[config.mk]
export PLATFORM = sky130hd
export DESIGN_NAME = cruise_control_mode_fsm
export DESIGN_NICKNAME = d
export VERILOG_FILES = /design/src/hw/rtl/ccm_pkg.sv /design/src/hw/rtl/cruise_control_mode_fsm.sv
export SDC_FILE = /design/constraint.sdc
export NUM_CORES = 1
export LEC_CHECK = 0
export BUFFER_PORTS_ARGS = -buffer_cell sky130_fd_sc_hd__buf_2
export CAP_MARGIN = 20
export CORE_MARGIN = 3
export CORE_UTILIZATION = 63
export CTS_CLUSTER_DIAMETER = 200
export CTS_CLUSTER_SIZE = 10
export DETAILED_ROUTE_END_ITERATION = 10
export PLACE_DENSITY = 0.86
export SETUP_SLACK_MARGIN = 0.3
export SYNTH_ARGS = -nofsm -noshare
export SYNTH_HDL_FRONTEND = slang
export SYNTH_SLANG_ARGS = --single-unit
[constraint.sdc]
create_clock -name clk -period 6.12 [get_ports clk]
set_input_delay 0.612 -clock clk [delete_from_list [all_inputs] [get_ports clk]]
set_output_delay 0.612 -clock clk [all_outputs]
set_load 0.01 [all_outputs]
[src/hw/rtl/ccm_pkg.sv]
// Shared types, codes and reset values for the cruise control mode state machine.
package ccm_pkg;

  localparam int unsigned CfgIdxW = 3;
  localparam int unsigned CfgDataW = 8;
  localparam int unsigned InDataW = 40;
  localparam int unsigned OutDataW = 40;

  localparam logic [7:0] SpeedLowRst = 8'd80;
  localparam logic [7:0] SpeedHighRst = 8'd170;
  localparam logic [2:0] GearRst = 3'd5;
  localparam logic [7:0] AccelTargetRst = 8'd200;
  localparam logic [7:0] ThrStepRst = 8'd8;
  localparam logic [7:0] ThrLimitRst = 8'd80;

  typedef enum logic [CfgIdxW-1:0] {
    CFG_SPEED_LOW   = 3'd0,
    CFG_SPEED_HIGH  = 3'd1,
    CFG_GEAR        = 3'd2,
    CFG_ACCEL_TGT   = 3'd3,
    CFG_THR_STEP    = 3'd4,
    CFG_THR_LIMIT   = 3'd5
  } cfg_idx_t;

  typedef enum logic [3:0] {
    REQ_ACTIVATE    = 4'd0,
    REQ_DEACTIVATE  = 4'd1,
    REQ_ACCEL_START = 4'd2,
    REQ_ACCEL_STOP  = 4'd3,
    REQ_MAX_SPEED   = 4'd4,
    REQ_RESUME      = 4'd5,
    REQ_THR_UP      = 4'd6,
    REQ_THR_DOWN    = 4'd7,
    REQ_SET_SPEED   = 4'd8,
    REQ_SET_RATE    = 4'd9
  } req_type_t;

  typedef enum logic [3:0] {
    MSG_NONE            = 4'd0,
    MSG_ACTIVATE_FIRST  = 4'd1,
    MSG_ACCEL_FIRST     = 4'd2,
    MSG_ALREADY_ACTIVE  = 4'd3,
    MSG_CANNOT_ACTIVATE = 4'd4,
    MSG_DEACTIVATED     = 4'd5,
    MSG_ACCELERATING    = 4'd6,
    MSG_SUSPENDED       = 4'd7,
    MSG_SHOW_SPEED      = 4'd8
  } msg_code_t;

  typedef struct packed {
    logic [6:0] pad;
    logic [7:0] set_value;
    logic       accelerator_pressed;
    logic [2:0] engaged_gear;
    logic       clutch_pressed;
    logic       brake_pressed;
    logic       ignition_on;
    logic       calibrating;
    logic [7:0] throttle_response;
    logic [7:0] vehicle_speed;
    logic       capture_now;
  } in_item_t;

  typedef struct packed {
    logic [5:0] pad;
    logic [7:0] throttle_rate_out;
    logic [7:0] held_speed_out;
    logic       cruise_accelerating;
    logic       cruise_suspended;
    logic       cruise_active;
    logic [3:0] message_code;
    logic       led_on;
    logic       led_write;
    logic [7:0] maintain_speed;
    logic       maintain_write;
  } out_item_t;

endpackage

[src/hw/rtl/cruise_control_mode_fsm.sv]
// Cruise control mode state machine: decodes driver events into cruise commands and status.
//
// A request enters on the in_ stream: in_tuser carries the request type and in_tdata the
// vehicle status snapshot. Every request produces exactly one result on the out_ stream,
// holding the maintain-speed and LED commands, a message code and the cruise status.
// The block has an input register and a result register. A request is held in the input
// register, where the flag, speed and rate updates are worked out in one pass and committed
// together with the result. out_tvalid rises when the request moves on from the input
// register to the result register, and one request per cycle is sustained while the
// receiver takes every result, since each request sees the state left by the one before it.
// When the receiver stalls, the result stays in the output register and the input
// register still accepts one more request; in_tready drops only when both are full.
// Reset clears the cruise flags, the held speed and the throttle rate, empties both registers
// and loads the register defaults. Configuration writes on the cfg_ port take effect at once
// and must only be made while no request is in flight; the block does not enforce this.
module cruise_control_mode_fsm
  import ccm_pkg::*;
(
  input  logic                 clk,
  input  logic                 rst_n,
  input  logic                 in_tvalid,
  output logic                 in_tready,
  // Fields from bit 0: capture_now, vehicle_speed, throttle_response, calibrating,
  // ignition_on, brake_pressed, clutch_pressed, engaged_gear, accelerator_pressed,
  // set_value, zero fill.
  input  logic [InDataW-1:0]   in_tdata,
  // Fields from bit 0: req_type.
  input  logic [3:0]           in_tuser,
  output logic                 out_tvalid,
  input  logic                 out_tready,
  // Fields from bit 0: maintain_write, maintain_speed, led_write, led_on, message_code,
  // cruise_active, cruise_suspended, cruise_accelerating, held_speed_out,
  // throttle_rate_out, zero fill.
  output logic [OutDataW-1:0]  out_tdata,
  input  logic                 cfg_we,
  input  logic [CfgIdxW-1:0]   cfg_index,
  input  logic [CfgDataW-1:0]  cfg_wdata
);

  logic [7:0] speed_low_r;
  logic [7:0] speed_high_r;
  logic [2:0] gear_r;
  logic [7:0] accel_tgt_r;
  logic [7:0] thr_step_r;
  logic [7:0] thr_limit_r;

  logic       in_valid_r;
  req_type_t  in_req_r;
  in_item_t   in_item_r;
  logic       out_valid_r;
  out_item_t  out_item_r;

  logic       active_r, active_nxt;
  logic       susp_r, susp_nxt;
  logic       accel_r, accel_nxt;
  logic [7:0] held_r, held_nxt;
  logic [7:0] rate_r, rate_nxt;
  out_item_t  res_nxt;

  logic       advance;
  logic       fire;
  logic       req_ok;
  logic       engage;
  logic [8:0] rate_up;

  assign advance   = !out_valid_r || out_tready;
  assign fire      = in_valid_r && advance;
  assign in_tready = !in_valid_r || advance;

  assign out_tvalid = out_valid_r;
  assign out_tdata  = out_item_r;

  always_ff @(posedge clk) begin
    if (!rst_n) begin
      speed_low_r  <= SpeedLowRst;
      speed_high_r <= SpeedHighRst;
      gear_r       <= GearRst;
      accel_tgt_r  <= AccelTargetRst;
      thr_step_r   <= ThrStepRst;
      thr_limit_r  <= ThrLimitRst;
    end else if (cfg_we) begin
      unique case (cfg_index)
        CFG_SPEED_LOW:  speed_low_r  <= cfg_wdata;
        CFG_SPEED_HIGH: speed_high_r <= cfg_wdata;
        CFG_GEAR:       gear_r       <= cfg_wdata[2:0];
        CFG_ACCEL_TGT:  accel_tgt_r  <= cfg_wdata;
        CFG_THR_STEP:   thr_step_r   <= cfg_wdata;
        CFG_THR_LIMIT:  thr_limit_r  <= cfg_wdata;
        default: ;
      endcase
    end
  end

  assign req_ok = !in_item_r.calibrating && in_item_r.ignition_on &&
                  !in_item_r.brake_pressed && !in_item_r.clutch_pressed &&
                  (in_item_r.engaged_gear == gear_r) &&
                  (in_item_r.vehicle_speed >= speed_low_r) &&
                  (in_item_r.vehicle_speed <= speed_high_r);

  assign rate_up = {1'b0, rate_r} + {1'b0, thr_step_r};

  always_comb begin
    active_nxt = active_r;
    susp_nxt   = susp_r;
    accel_nxt  = accel_r;
    held_nxt   = held_r;
    rate_nxt   = rate_r;
    engage     = 1'b0;
    res_nxt    = '0;
    res_nxt.message_code = MSG_NONE;

    unique case (in_req_r)
      REQ_ACTIVATE: begin
        if (req_ok) begin
          if (in_item_r.capture_now) begin
            held_nxt = in_item_r.vehicle_speed;
            rate_nxt = in_item_r.throttle_response;
          end
          engage = 1'b1;
        end else begin
          res_nxt.message_code = MSG_CANNOT_ACTIVATE;
        end
      end
      REQ_DEACTIVATE: begin
        if (active_r) begin
          held_nxt   = '0;
          active_nxt = 1'b0;
          susp_nxt   = 1'b0;
          res_nxt.led_write      = 1'b1;
          res_nxt.maintain_write = 1'b1;
          res_nxt.message_code   = MSG_DEACTIVATED;
        end else begin
          res_nxt.message_code = MSG_ACTIVATE_FIRST;
        end
      end
      REQ_ACCEL_START: begin
        if (active_r && !susp_r) begin
          accel_nxt = 1'b1;
          susp_nxt  = 1'b1;
          res_nxt.maintain_write = 1'b1;
          res_nxt.maintain_speed = accel_tgt_r;
          res_nxt.message_code   = MSG_ACCELERATING;
        end else begin
          res_nxt.message_code = MSG_ACTIVATE_FIRST;
        end
      end
      REQ_ACCEL_STOP: begin
        if (!active_r) begin
          res_nxt.message_code = MSG_ACTIVATE_FIRST;
        end else if (accel_r || in_item_r.accelerator_pressed) begin
          accel_nxt = 1'b0;
          if (req_ok) begin
            held_nxt = in_item_r.vehicle_speed;
            rate_nxt = in_item_r.throttle_response;
            engage   = 1'b1;
          end else begin
            res_nxt.message_code = MSG_CANNOT_ACTIVATE;
          end
        end else begin
          res_nxt.message_code = MSG_ACCEL_FIRST;
        end
      end
      REQ_MAX_SPEED: begin
        engage = active_r;
      end
      REQ_RESUME: begin
        if (active_r && !susp_r) begin
          res_nxt.message_code = MSG_ALREADY_ACTIVE;
        end else if (susp_r) begin
          if (req_ok) begin
            engage = 1'b1;
          end else begin
            res_nxt.message_code = MSG_CANNOT_ACTIVATE;
          end
        end else begin
          res_nxt.message_code = MSG_ACTIVATE_FIRST;
        end
      end
      REQ_THR_UP: begin
        if (rate_up <= {1'b0, thr_limit_r}) begin
          rate_nxt = rate_up[7:0];
        end else begin
          rate_nxt = thr_limit_r;
        end
      end
      REQ_THR_DOWN: begin
        if (rate_r > thr_step_r) begin
          rate_nxt = rate_r - thr_step_r;
        end else begin
          rate_nxt = '0;
        end
      end
      REQ_SET_SPEED: held_nxt = in_item_r.set_value;
      REQ_SET_RATE:  rate_nxt = in_item_r.set_value;
      default: ;
    endcase

    if (engage) begin
      active_nxt = 1'b1;
      susp_nxt   = 1'b0;
      accel_nxt  = 1'b0;
      res_nxt.maintain_write = 1'b1;
      res_nxt.maintain_speed = held_nxt;
      res_nxt.led_write      = 1'b1;
      res_nxt.led_on         = 1'b1;
      res_nxt.message_code   = MSG_SHOW_SPEED;
    end

    res_nxt.cruise_active       = active_nxt;
    res_nxt.cruise_suspended    = susp_nxt;
    res_nxt.cruise_accelerating = accel_nxt;
    res_nxt.held_speed_out      = held_nxt;
    res_nxt.throttle_rate_out   = rate_nxt;
  end

  always_ff @(posedge clk) begin
    if (!rst_n) begin
      in_valid_r  <= 1'b0;
      out_valid_r <= 1'b0;
      active_r    <= 1'b0;
      susp_r      <= 1'b0;
      accel_r     <= 1'b0;
      held_r      <= '0;
      rate_r      <= '0;
    end else begin
      if (in_tready) begin
        in_valid_r <= in_tvalid;
      end
      if (advance) begin
        out_valid_r <= in_valid_r;
      end
      if (fire) begin
        active_r <= active_nxt;
        susp_r   <= susp_nxt;
        accel_r  <= accel_nxt;
        held_r   <= held_nxt;
        rate_r   <= rate_nxt;
      end
    end
  end

  always_ff @(posedge clk) begin
    if (in_tvalid && in_tready) begin
      in_req_r  <= req_type_t'(in_tuser);
      in_item_r <= in_item_t'(in_tdata);
    end
    if (fire) begin
      out_item_r <= res_nxt;
    end
  end

endmodule

==> key figures, run 1 <==
Status
  – Status: completed

Global routing
  – Initial antenna violation count: 0
  – GR Util met1: 0.4398
  – Gr usage total: 0.3260
  – Total grt overflow: 0
  – Met2 Usage GRT: 0.5095
  – Met3 global-route usage: 0.08000
  – Vias in the first global route: 6,395
  – Global-route wire length before repair: 32.93 mm
  – Layer with the highest usage: met2
  – Largest net degree at the start of global routing: 38

Critical path
  – Critical path class: reg2reg
  – CP max FO: 7
  – WP data arrival: 4.15 ns
  – CP startpoint kind: register
  – Critical path required time: 6.30 ns
  – Endpoint class of the critical path: register

Cells and area
  – Total Nets Final: 971
  – Final instance area: 8559 sq um
  – Area Overhead vs Synth: 14.92%
  – Seq. cell area: 3413 sq um
  – Layout fillers: 770
  – Share of cells above drive strength 1: 0.1667
  – Multi-input logic area: 3691 sq um
  – Final Util: 0.7464
  – Post-route insts no fill: 1,025
  – Diode count: 0

Timing
  – Post-route setup TNS: 0 ns
  – Min Hold Slack: 0.3517 ns
  – Worst setup margin: 2.150 ns
  – Final setup viols: 0
  – Max-slew headroom: 0.2879
  – Fmax: 0.2519 GHz
  – Clock Skew: 0.008315 ns
  – Fin. Hold Viols: 0
  – Count of pins over their slew limit: 0
  – Final critical-path share of the clock period: 0.6487
  – Final worst path period need: 3.970 ns
  – RSZ-0062 raised after global routing: no
  – Worst slew pin tran: 1.065 ns

Place
  – DP Wirelength: 15.24 mm
  – Pre-CTS WS: 2.221 ns
  – IO buf count: 88
  – Gp weighted congestion: 0.9430
  – Dpl cell area: 7955 sq um
  – Placed cells: 993

Floorplan
  – Die H: 114.7 microns
  – I/O pin count: 102
  – Die X: 114.7 microns
  – Initial core utilization: 0.6495
  – Core box area: 11,470 sq um
  – Count of standard-cell rows: 39
  – Die ar.: 13,160 sq um

CTS
  – Root Driver: clkbuf_16
  – Clock Latency Late Sink: 0.43 ns
  – CTS H-Tree Depth: 4
  – CTS tree: done
  – Clock buffer depth: 2
  – Clk slew on worst S/H paths: 0.06 ns
  – Hold_buf cts: 0
  – CTS Sinks: 135
  – Post-CTS Resized: 0
  – Post-CTS setup buffers: 0
  – Total CTS buffers: 17

Power
  – Cell Pwr Density: 271.5 nW/um^2
  – Maximum VDD drop: 277.7 uV
  – P_leak: 3.305 nW
  – Tot Pwr: 2.324 mW

Routing
  – Initial drt markers: 719
  – Vias: 6,574
  – DRC viols: 0
  – Post-DRT Antenna Nets: 0
  – Routed wire length: 20.88 mm
  – Wire per inst: 20.37 microns
  – Detailed Routing Iterations Pass 1: 6
  – Avg Vias per Cell: 6.414

Min path
  – Worst hold path class: in2reg

Yosys
  – Sequential share of the synthesized area: 0.4583
  – Post-synthesis simple-gate area fraction: 0.1776
  – Mapped Area: 7448 sq um
  – Synth unique cells: 78
  – Synth Area in Compound Gates: 0.2160
  – Largest family of logic cells by synthesized area: compound AO/OA/AOI/OAI gates
  – Syn Area/Cell: 9.416 sq um
  – Synth warn: 0
  – Synth Instances: 791
  – Flops & latches, synth: 135
  – Post-synthesis mux area share: 0.01209
  – EDFF count, synth: 71
  – Primary FF master, synth: edfxtp_1
  – Xor/xnor share of the synthesized area: 0.01411
  – Post-synthesis adder-cell area fraction: 0.07257
  – Post-synthesis async set-or-reset flop share: 0

Job
  – Max cap viols: 0
==> state kept, by name, indices dropped and copies added, names as in the netlist <==
name,cells
gear_r,3
accel_r,1
speed_high_r,8
accel_tgt_r,8
thr_step_r,8
thr_limit_r,8
speed_low_r,8
susp_r,1
out_tvalid,1
in_valid_r,1
active_r,1
out_tdata,34
in_req_r,4
held_r,8
rate_r,8
in_item_r,33
==> area by class of cell <==
type | count | area share
tap | 143 | 0.02090
clock inverter | 14 | 0.02046
sequential | 135 | 0.3988
inverter | 51 | 0.02266
multi-input combinational | 571 | 0.4312
clock buffer | 18 | 0.05014
timing repair buffer | 93 | 0.05584
==> path summary, 6_finish.rpt <==
check / startpoint / slack, ns / cells after the start / to
max: rate_r[0]$_SDFFE_PN0P_ / 2.15 / 15 / out_tdata[32]$_DFFE_PP_
min: in_tdata[26] / 0.35 / 1 / in_item_r[26]$_DFFE_PP_
max reg2reg: rate_r[0]$_SDFFE_PN0P_ / 2.15 / 15 / out_tdata[32]$_DFFE_PP_
min reg2reg: speed_low_r[7]$_SDFFE_PN0P_ / 0.46 / 2 / speed_low_r[7]$_SDFFE_PN0P_
==> metal layers <==
layer / part of all wire / routed length [microns]
met5: 0 / 0
met4: 0.034 / 720
met3: 0.098 / 2045
met2: 0.45 / 9496
met1: 0.41 / 8612
==> synth_stat cells (8+ instances only) <==
cell type | instances | area [sq um]
and2_1 | 8 | 50.05
mux2i_1 | 9 | 90.09
o211ai_1 | 17 | 127.6
nor2_1 | 53 | 198.9
dfxtp_1 | 64 | 1281
o21ai_0 | 27 | 135.1
nor3_1 | 14 | 70.07
nor2b_1 | 10 | 62.56
a21oi_1 | 70 | 350.3
nand3_1 | 27 | 135.1
nand2_1 | 121 | 454.2
inv_1 | 49 | 183.9
ha_1 | 40 | 500.5
clkbuf_1 | 30 | 112.6
edfxtp_1 | 71 | 2132
a31oi_1 | 11 | 68.82
==> cell families after synthesis <==
kind of cell               Yosys count
and+or+nand+nor                    277
AOI/OAI and AO/OA                  225
DFF                                135
buffers and inverters               90
adders and majority gates           42
xor gates and xnor gates            12
muxes                                9
other                                1
==> critical path, stage by stage, from the launching register on <==
cell and delay [ns]:
dfxtp_1 0.40, ha_1 0.19, inv_1 0.05, fa_1 0.40
o21bai_1 0.24, nand2_1 0.12, nand3_1 0.11, xnor2_1 0.19
ha_1 0.32, a22oi_1 0.20, o211ai_1 0.11, a31oi_1 0.28
o211a_1 0.40, mux2i_1 0.32, o21ai_0 0.17, o22a_1 0.22
==> where the power goes <==
group	internal [mW]	switching, mW	leakage (nW)
logic	0.0938	0.163	1.82
registers	0.994	0.0323	1.20
clock network	0.642	0.398	0.288
==> cells in the final DEF, fill, tap and decap left out, types with 7 or more instances in the layout <==
| master | count |
|---|---|
| o21ai_0 | 27 |
| o211ai_1 | 17 |
| a21oi_1 | 70 |
| buf_2 | 88 |
| nor2b_1 | 10 |
| nor2_1 | 53 |
| a31oi_1 | 11 |
| xnor2_1 | 7 |
| nor3_1 | 14 |
| ha_1 | 40 |
| dfxtp_1 | 64 |
| clkbuf_16 | 17 |
| and2_1 | 7 |
| nand2_1 | 121 |
| inv_1 | 49 |
| edfxtp_1 | 71 |
| mux2i_1 | 9 |
| nand3_1 | 27 |
(Power assumes the default switching activity.)
==> inputs of run 2 (changes only) <==
--- a/config.mk
+++ b/config.mk
@@ -8,11 +8,11 @@
 export BUFFER_PORTS_ARGS = -buffer_cell sky130_fd_sc_hd__buf_2
 export CAP_MARGIN = 20
 export CORE_MARGIN = 3
-export CORE_UTILIZATION = 63
+export CORE_UTILIZATION = 53
 export CTS_CLUSTER_DIAMETER = 200
 export CTS_CLUSTER_SIZE = 10
 export DETAILED_ROUTE_END_ITERATION = 10
-export PLACE_DENSITY = 0.86
+export PLACE_DENSITY = 0.77
 export SETUP_SLACK_MARGIN = 0.3
 export SYNTH_ARGS = -nofsm -noshare
 export SYNTH_HDL_FRONTEND = slang
==> constraint.sdc (replaced) <==
create_clock -name clk -period 3.56 [get_ports clk]
set_input_delay 0.356 -clock clk [delete_from_list [all_inputs] [get_ports clk]]
set_output_delay 0.356 -clock clk [all_outputs]
set_load 0.01 [all_outputs]
==> run 2 against run 1 <==
  * Combinational power increased by 110%
  * Global-route usage decreased by 6.8 points
  * Clock skew decreased by 0.0012 ns
  * Non-clock buffer count increased by 45
  * Hold slack got worse by 0.26 ns
  * Die area increased by 18%
  * Final cell count increased by 7.6%
  * Clock power increased by 79%
  * Sequential cell count unchanged
==> key figures, run 2 (synthesized netlist as in run 1, its figures left out) <==
Timing
  – Worst setup margin: 0.1110 ns (-2.039 ns)
  – Count of pins over their slew limit: 0 (unchanged)
  – Max-slew headroom: 0.3718 (+0.08393)
  – Final setup viols: 0 (unchanged)
  – RSZ-0062 raised after global routing: yes
  – Final worst path period need: 3.449 ns (-0.5210 ns)
  – Fin. Hold Viols: 0 (unchanged)
  – Fmax: 0.2899 GHz (+15%)
  – Final critical-path share of the clock period: 0.9688 (+0.3201)
  – Worst slew pin tran: 0.9337 ns (-0.1312 ns)
  – Clock Skew: 0.007069 ns (-0.001246 ns)

Global routing
  – Total grt overflow: 0 (unchanged)
  – Initial antenna violation count: 0 (unchanged)
  – Largest net degree at the start of global routing: 38 (unchanged)
  – Global-route wire length before repair: 31.78 mm (-3.5%)
  – Gr usage total: 0.2579 (-0.06814)
  – Vias in the first global route: 6,143 (-3.9%)

Critical path
  – Endpoint class of the critical path: register
  – CP startpoint kind: register
  – WP data arrival: 3.61 ns (-0.54 ns)
  – FF-to-FF setup slack: 0.11 ns (-2.04 ns)
  – Critical path required time: 3.72 ns (-2.58 ns)
  – CP max FO: 5 (-2)
  – Critical path class: reg2reg

Power
  – Cell Int Power: 3.109 mW (+80%)
  – Maximum VDD drop: 414.6 uV (+49%)
  – P_leak: 3.629 nW (+9.8%)
  – P_sw: 1.035 mW (+74%)
  – Cell Pwr Density: 445.2 nW/um^2 (+64%)
  – Tot Pwr: 4.143 mW (+78%)
  – Combinational power share: 0.127 (+0.016)
  – Net Sw Frac: 0.2497 (-0.005784)
  – Seq pwr share: 0.425 (-0.017)
  – Clock Power Share: 0.448 (about the same)

Place
  – DP Wirelength: 14.70 mm (-3.5%)
  – Placed cells: 1,058 (+6.5%)
  – IO buf count: 88 (unchanged)
  – Gp weighted congestion: 0.9341 (-0.94%)
  – Pre-CTS WS: 0.005911 ns (-2.215 ns)

Routing
  – WL met3: 1.895 mm (-7.3%)
  – M1 WL: 8.916 mm (+3.5%)
  – Wire per inst: 18.77 microns (-7.8%)
  – DRC viols: 0 (unchanged)
  – Routed wire length: 20.71 mm (-0.80%)
  – Detailed Routing Iterations Pass 1: 7 (+1)
  – Met2 WL post-DR: 9.501 mm (about the same)
  – Max layer used: met4
  – Vias: 6,670 (+1.5%)
  – Post-DRT Antenna Nets: 0 (unchanged)
  – Avg Vias per Cell: 6.047 (-5.7%)
  – Initial drt markers: 703 (-2.2%)

Cells and area
  – Most frequent cells in the layout: nand2_1, buf_2, edfxtp_1
  – Area Overhead vs Synth: 24.96%
  – Seq. cell area: 3418 sq um (+0.15%)
  – Share of cells above drive strength 1: 0.2654 (+0.09871)
  – Total Nets Final: 1,016 (+4.6%)
  – Post-route insts no fill: 1,103 (+7.6%)
  – Commonest non-fill, non-tap cell in the layout: nand2_1
  – Diode count: 0 (unchanged)
  – Layout fillers: 1,009 (+31%)
  – Multi-input logic area: 4013 sq um (+8.7%)
  – Max reg flops: 34 (unchanged)

CTS
  – Clk slew on worst S/H paths: 0.06 ns (about the same)
  – Hold_buf cts: 0 (unchanged)
  – Root Driver: clkbuf_16
  – Clock buffer depth: 2 (unchanged)
  – CTS H-Tree Depth: 4 (unchanged)
  – CTS tree: done
  – Clock Latency Late Sink: 0.44 ns (about the same)
  – Total CTS buffers: 17 (unchanged)
  – CTS Sinks: 135 (unchanged)

Floorplan
  – Core box area: 13,510 sq um (+18%)
  – Die ar.: 15,510 sq um (+18%)
  – Die H: 124.5 microns (+8.6%)
  – Die X: 124.5 microns (+8.6%)
  – Count of standard-cell rows: 42 (+7.7%)
  – I/O pin count: 102 (unchanged)
  – Initial core utilization: 0.5515 (-0.09803)

Job
  – Max cap viols: 0 (unchanged)

Min path
  – Worst hold path class: in2reg

Status
  – Status: completed
-- run 2: path summary, 6_finish.rpt --
| check | startpoint | cells after the start | end |
|---|---|---|---|
| min | in_tdata[26] | 1 | in_item_r[26]$_DFFE_PP_ |
| max reg2reg | rate_r[0]$_SDFFE_PN0P_ | 15 | out_tdata[29]$_DFFE_PP_ |
| min reg2reg | accel_tgt_r[0]$_SDFFE_PN0P_ | 2 | accel_tgt_r[0]$_SDFFE_PN0P_ |
| max | rate_r[0]$_SDFFE_PN0P_ | 15 | out_tdata[29]$_DFFE_PP_ |
-- run 2: power by group through the flow --
stage               combinational (mW)  sequential, mW  clock [mW]
floorplan                        0.298            1.78           0
global placement                 0.445            1.79           0
detailed placement               0.455            1.79           0
CTS                              0.481            1.76        1.86
global route                     0.574            1.77        1.94
finish                           0.527            1.76        1.86
-- run 2: timing repair --
item,CTS,global route
pin swaps,27,21
endpoints found under the setup margin,22,37
resized for setup,29,38
buffers inserted,4,9
endpoints found under the hold margin,0,0
gates cloned,0,0
-- run 2: area by class of cell --
type	count	area share
multi-input combinational	571	0.4311
clock buffer	26	0.06520
timing repair buffer	138	0.08765
sequential	135	0.3673
clock inverter	6	0.004302
tap	176	0.02366
inverter	51	0.02084
-- run 2: layer usage --
layer,track usage,vias up
li1,-,3137
met1,0.3600,3145
met2,0.4014,349
met3,0.06432,39
met4,0.07092,0
met5,0,-
-- run 2: critical path, stage by stage, from the launching register on --
cell      delay (ns)
dfxtp_2         0.35
ha_4            0.14
inv_2           0.04
fa_2            0.36
o21bai_4        0.15
a21oi_2         0.08
xnor2_2         0.23
inv_2           0.08
ha_4            0.17
nor4_4          0.27
o211ai_1        0.15
a31oi_2         0.26
buf_4           0.17
o211ai_1        0.20
o211ai_1        0.39
a31oi_1         0.14
-- run 2: metrics by stage --
step | hold slack (ns) | util | area, sq um | TNS, ns
detailed placement | 0.4507 | 0.6104 | 8244 | 0
floorplan | 0.4363 | - | 7491 | 0
finish | 0.09372 | 0.6892 | 9308 | 0
CTS | 0.08345 | 0.6710 | 9062 | 0
global route | 0.07783 | 0.6892 | 9308 | -0.008562
global placement | 0.4429 | 0.6104 | 8244 | 0
==> inputs of run 3 (changes only) <==
--- a/config.mk
+++ b/config.mk
@@ -7,12 +7,14 @@
 export LEC_CHECK = 0
 export BUFFER_PORTS_ARGS = -buffer_cell sky130_fd_sc_hd__buf_2
 export CAP_MARGIN = 20
+export CELL_PAD_IN_SITES_DETAIL_PLACEMENT = 0
+export CELL_PAD_IN_SITES_GLOBAL_PLACEMENT = 1
 export CORE_MARGIN = 3
-export CORE_UTILIZATION = 53
+export CORE_UTILIZATION = 40
 export CTS_CLUSTER_DIAMETER = 200
 export CTS_CLUSTER_SIZE = 10
 export DETAILED_ROUTE_END_ITERATION = 10
-export PLACE_DENSITY = 0.77
+export PLACE_DENSITY_LB_ADDON = 0.1
 export SETUP_SLACK_MARGIN = 0.3
 export SYNTH_ARGS = -nofsm -noshare
 export SYNTH_HDL_FRONTEND = slang
==> run 3 against run 2 <==
  * Combinational power rose by 3%
  * Sequential share of layout area fell by 0.35 points
  * Critical endpoint is now out_tdata[30]$_DFFE_PP_
  * Non-clock buffer count rose by 11
  * Total power fell by 3.7%
  * Clock skew rose by 0.0040 ns
  * Die area rose by 31%
  * Hold slack improved by 0.00071 ns
  * Critical path depth did not move
==> key figures, run 3 (synthesized netlist as in run 1, its figures left out) <==
Routing
  – Detailed Routing Iterations Pass 1: 5 (-2)
  – Routed wire length: 23.53 mm (+14%)
  – Avg Vias per Cell: 5.615 (-7.1%)
  – Initial drt markers: 513 (-27%)
  – Post-DRT Antenna Nets: 0 (unchanged)
  – Wire per inst: 20.17 microns (+7.4%)
  – DRC viols: 0 (unchanged)
  – Vias: 6,553 (-1.8%)

Cells and area
  – Final Util: 0.5179 (-0.1713)
  – Max reg flops: 34 (unchanged)
  – Most frequent cells in the layout: nand2_1, buf_2, edfxtp_1
  – Commonest non-fill, non-tap cell in the layout: nand2_1
  – Final instance area: 9398 sq um (+0.97%)
  – Layout fillers: 1,683 (+67%)
  – Share of cells above drive strength 1: 0.2719 (+0.006483)
  – Total Nets Final: 1,027 (+1.1%)
  – Area Overhead vs Synth: 26.17%
  – Diode count: 0 (unchanged)

Min path
  – Worst hold path class: in2reg

Critical path
  – Critical path class: reg2reg
  – Critical path required time: 3.72 ns (about the same)
  – Critical-path cell list: ha_4, inv_2, fa_2, o21bai_4, a21oi_2, xnor2_2, inv_2, ha_4, nand4_1, o211ai_1, a31oi_2, o211a_4, o211ai_1, o211ai_1, a21boi_2
  – Crit path max-delay cell type: fa_2
  – CP peak stage delay: 0.37 ns (-0.02 ns)
  – Endpoint class of the critical path: register
  – WP data arrival: 3.45 ns (-0.16 ns)
  – CP startpoint kind: register
  – Largest delay share family, worst path: compound AO/OA/AOI/OAI gates
  – CP max FO: 7 (+2)
  – Most frequent CP cell: o211ai_1
  – Number of buffers and inverters on the critical path: 2 (-1)

Timing
  – Min Hold Slack: 0.09443 ns (+0.0007112 ns)
  – RSZ-0062 raised after global routing: yes
  – Worst setup margin: 0.2749 ns (+0.1639 ns)
  – Count of pins over their slew limit: 0 (unchanged)
  – Final worst path period need: 3.285 ns (-0.1639 ns)
  – Fin. Hold Viols: 0 (unchanged)
  – Clock Skew: 0.01108 ns (+0.004008 ns)
  – Worst slew pin tran: 1.066 ns (+0.1320 ns)
  – Max-slew headroom: 0.2820 (-0.08975)
  – Final critical-path share of the clock period: 0.9228 (-0.04603)
  – Final setup viols: 0 (unchanged)
  – Fmax: 0.3044 GHz (+5.0%)

Power
  – P_leak: 3.648 nW (+0.52%)
  – Cell Pwr Density: 424.8 nW/um^2 (-4.6%)
  – Maximum VDD drop: 282.3 uV (-32%)
  – Tot Pwr: 3.992 mW (-3.7%)

Global routing
  – Total grt overflow: 0 (unchanged)
  – Global-route wire length before repair: 36.43 mm (+15%)
  – Largest net degree at the start of global routing: 38 (unchanged)
  – Initial antenna violation count: 0 (unchanged)
  – Gr usage total: 0.2352 (-0.02268)
  – Vias in the first global route: 6,441 (+4.9%)

Place
  – Dpl cell area: 8393 sq um (+1.8%)
  – Pre-CTS WS: -0.05449 ns (-0.06040 ns)
  – DP Wirelength: 17.55 mm (+19%)
  – Gp weighted congestion: 0.9387 (+0.49%)
  – IO buf count: 88 (unchanged)

Job
  – Max cap viols: 0 (unchanged)

Floorplan
  – Die X: 142.5 microns (+14%)
  – Count of standard-cell rows: 49 (+17%)
  – Core box area: 18,150 sq um (+34%)
  – Die ar.: 20,290 sq um (+31%)
  – I/O pin count: 102 (unchanged)
  – Initial core utilization: 0.4104 (-0.1411)
  – Die H: 142.5 microns (+14%)

CTS
  – Clock Latency Late Sink: 0.43 ns (about the same)
  – CTS Sinks: 135 (unchanged)
  – Total CTS buffers: 17 (unchanged)
  – Clock buffer depth: 2 (unchanged)
  – CTS H-Tree Depth: 4 (unchanged)
  – CTS tree: done
  – Hold_buf cts: 0 (unchanged)
  – Root Driver: clkbuf_16
  – Clk slew on worst S/H paths: 0.07 ns (about the same)

Status
  – Status: completed
## run 3: final timing paths
| check | startpoint | endpoint | slack (ns) | depth (start not counted) |
|---|---|---|---|---|
| setup / recovery | rate_r[0]$_SDFFE_PN0P_ | out_tdata[30]$_DFFE_PP_ | 0.27 | 15 |
| hold / removal | in_tdata[20] | in_item_r[20]$_DFFE_PP_ | 0.09 | 1 |
| setup reg to reg | rate_r[0]$_SDFFE_PN0P_ | out_tdata[30]$_DFFE_PP_ | 0.27 | 15 |
| hold reg to reg | speed_low_r[5]$_SDFFE_PN0P_ | speed_low_r[5]$_SDFFE_PN0P_ | 0.46 | 2 |
## run 3: routing by layer
metal  up-vias  routed length, microns  global-route usage
met5         -                       0                   0
li1       3174                       -                   -
met1      3139                   10990              0.3242
met2       199                   10990              0.3811
met3        41                    1009             0.04133
met4         0                     548             0.06803
## run 3: power breakdown
part | internal (mW) | switching, mW
registers | 1.71 | 0.0516
clock network | 0.923 | 0.767
logic | 0.222 | 0.319
total | 2.85 | 1.14
## run 3: layout make-up
| type | count | area, sq um | area share |
|---|---|---|---|
| Tap cell | 229 | 286.5 | 0.03049 |
| Clock buffer | 17 | 425.4 | 0.04527 |
| Timing Repair Buffer | 149 | 898.4 | 0.09559 |
| Clock inverter | 15 | 137.6 | 0.01465 |
| Sequential cell | 135 | 3418 | 0.3637 |
| Multi-Input combinational cell | 571 | 4038 | 0.4296 |
| Inverter | 51 | 193.9 | 0.02064 |
## run 3: stage by stage
| stage | instances | TNS, ns |
|---|---|---|
| 6_report | 1167 | 0 |
| 3_3_place_gp | 1122 | -0.01318 |
| 5_1_grt | 1167 | 0 |
| 4_1_cts | 1162 | 0 |
| 3_5_place_dp | 1122 | -0.1459 |
| 2_1_floorplan | 796 | 0 |
## run 3: timing repair
item,in CTS,in global routing
resized for setup,32,36
pin swaps,24,29
setup buffers,8,5
endpoints found under the setup margin,24,37
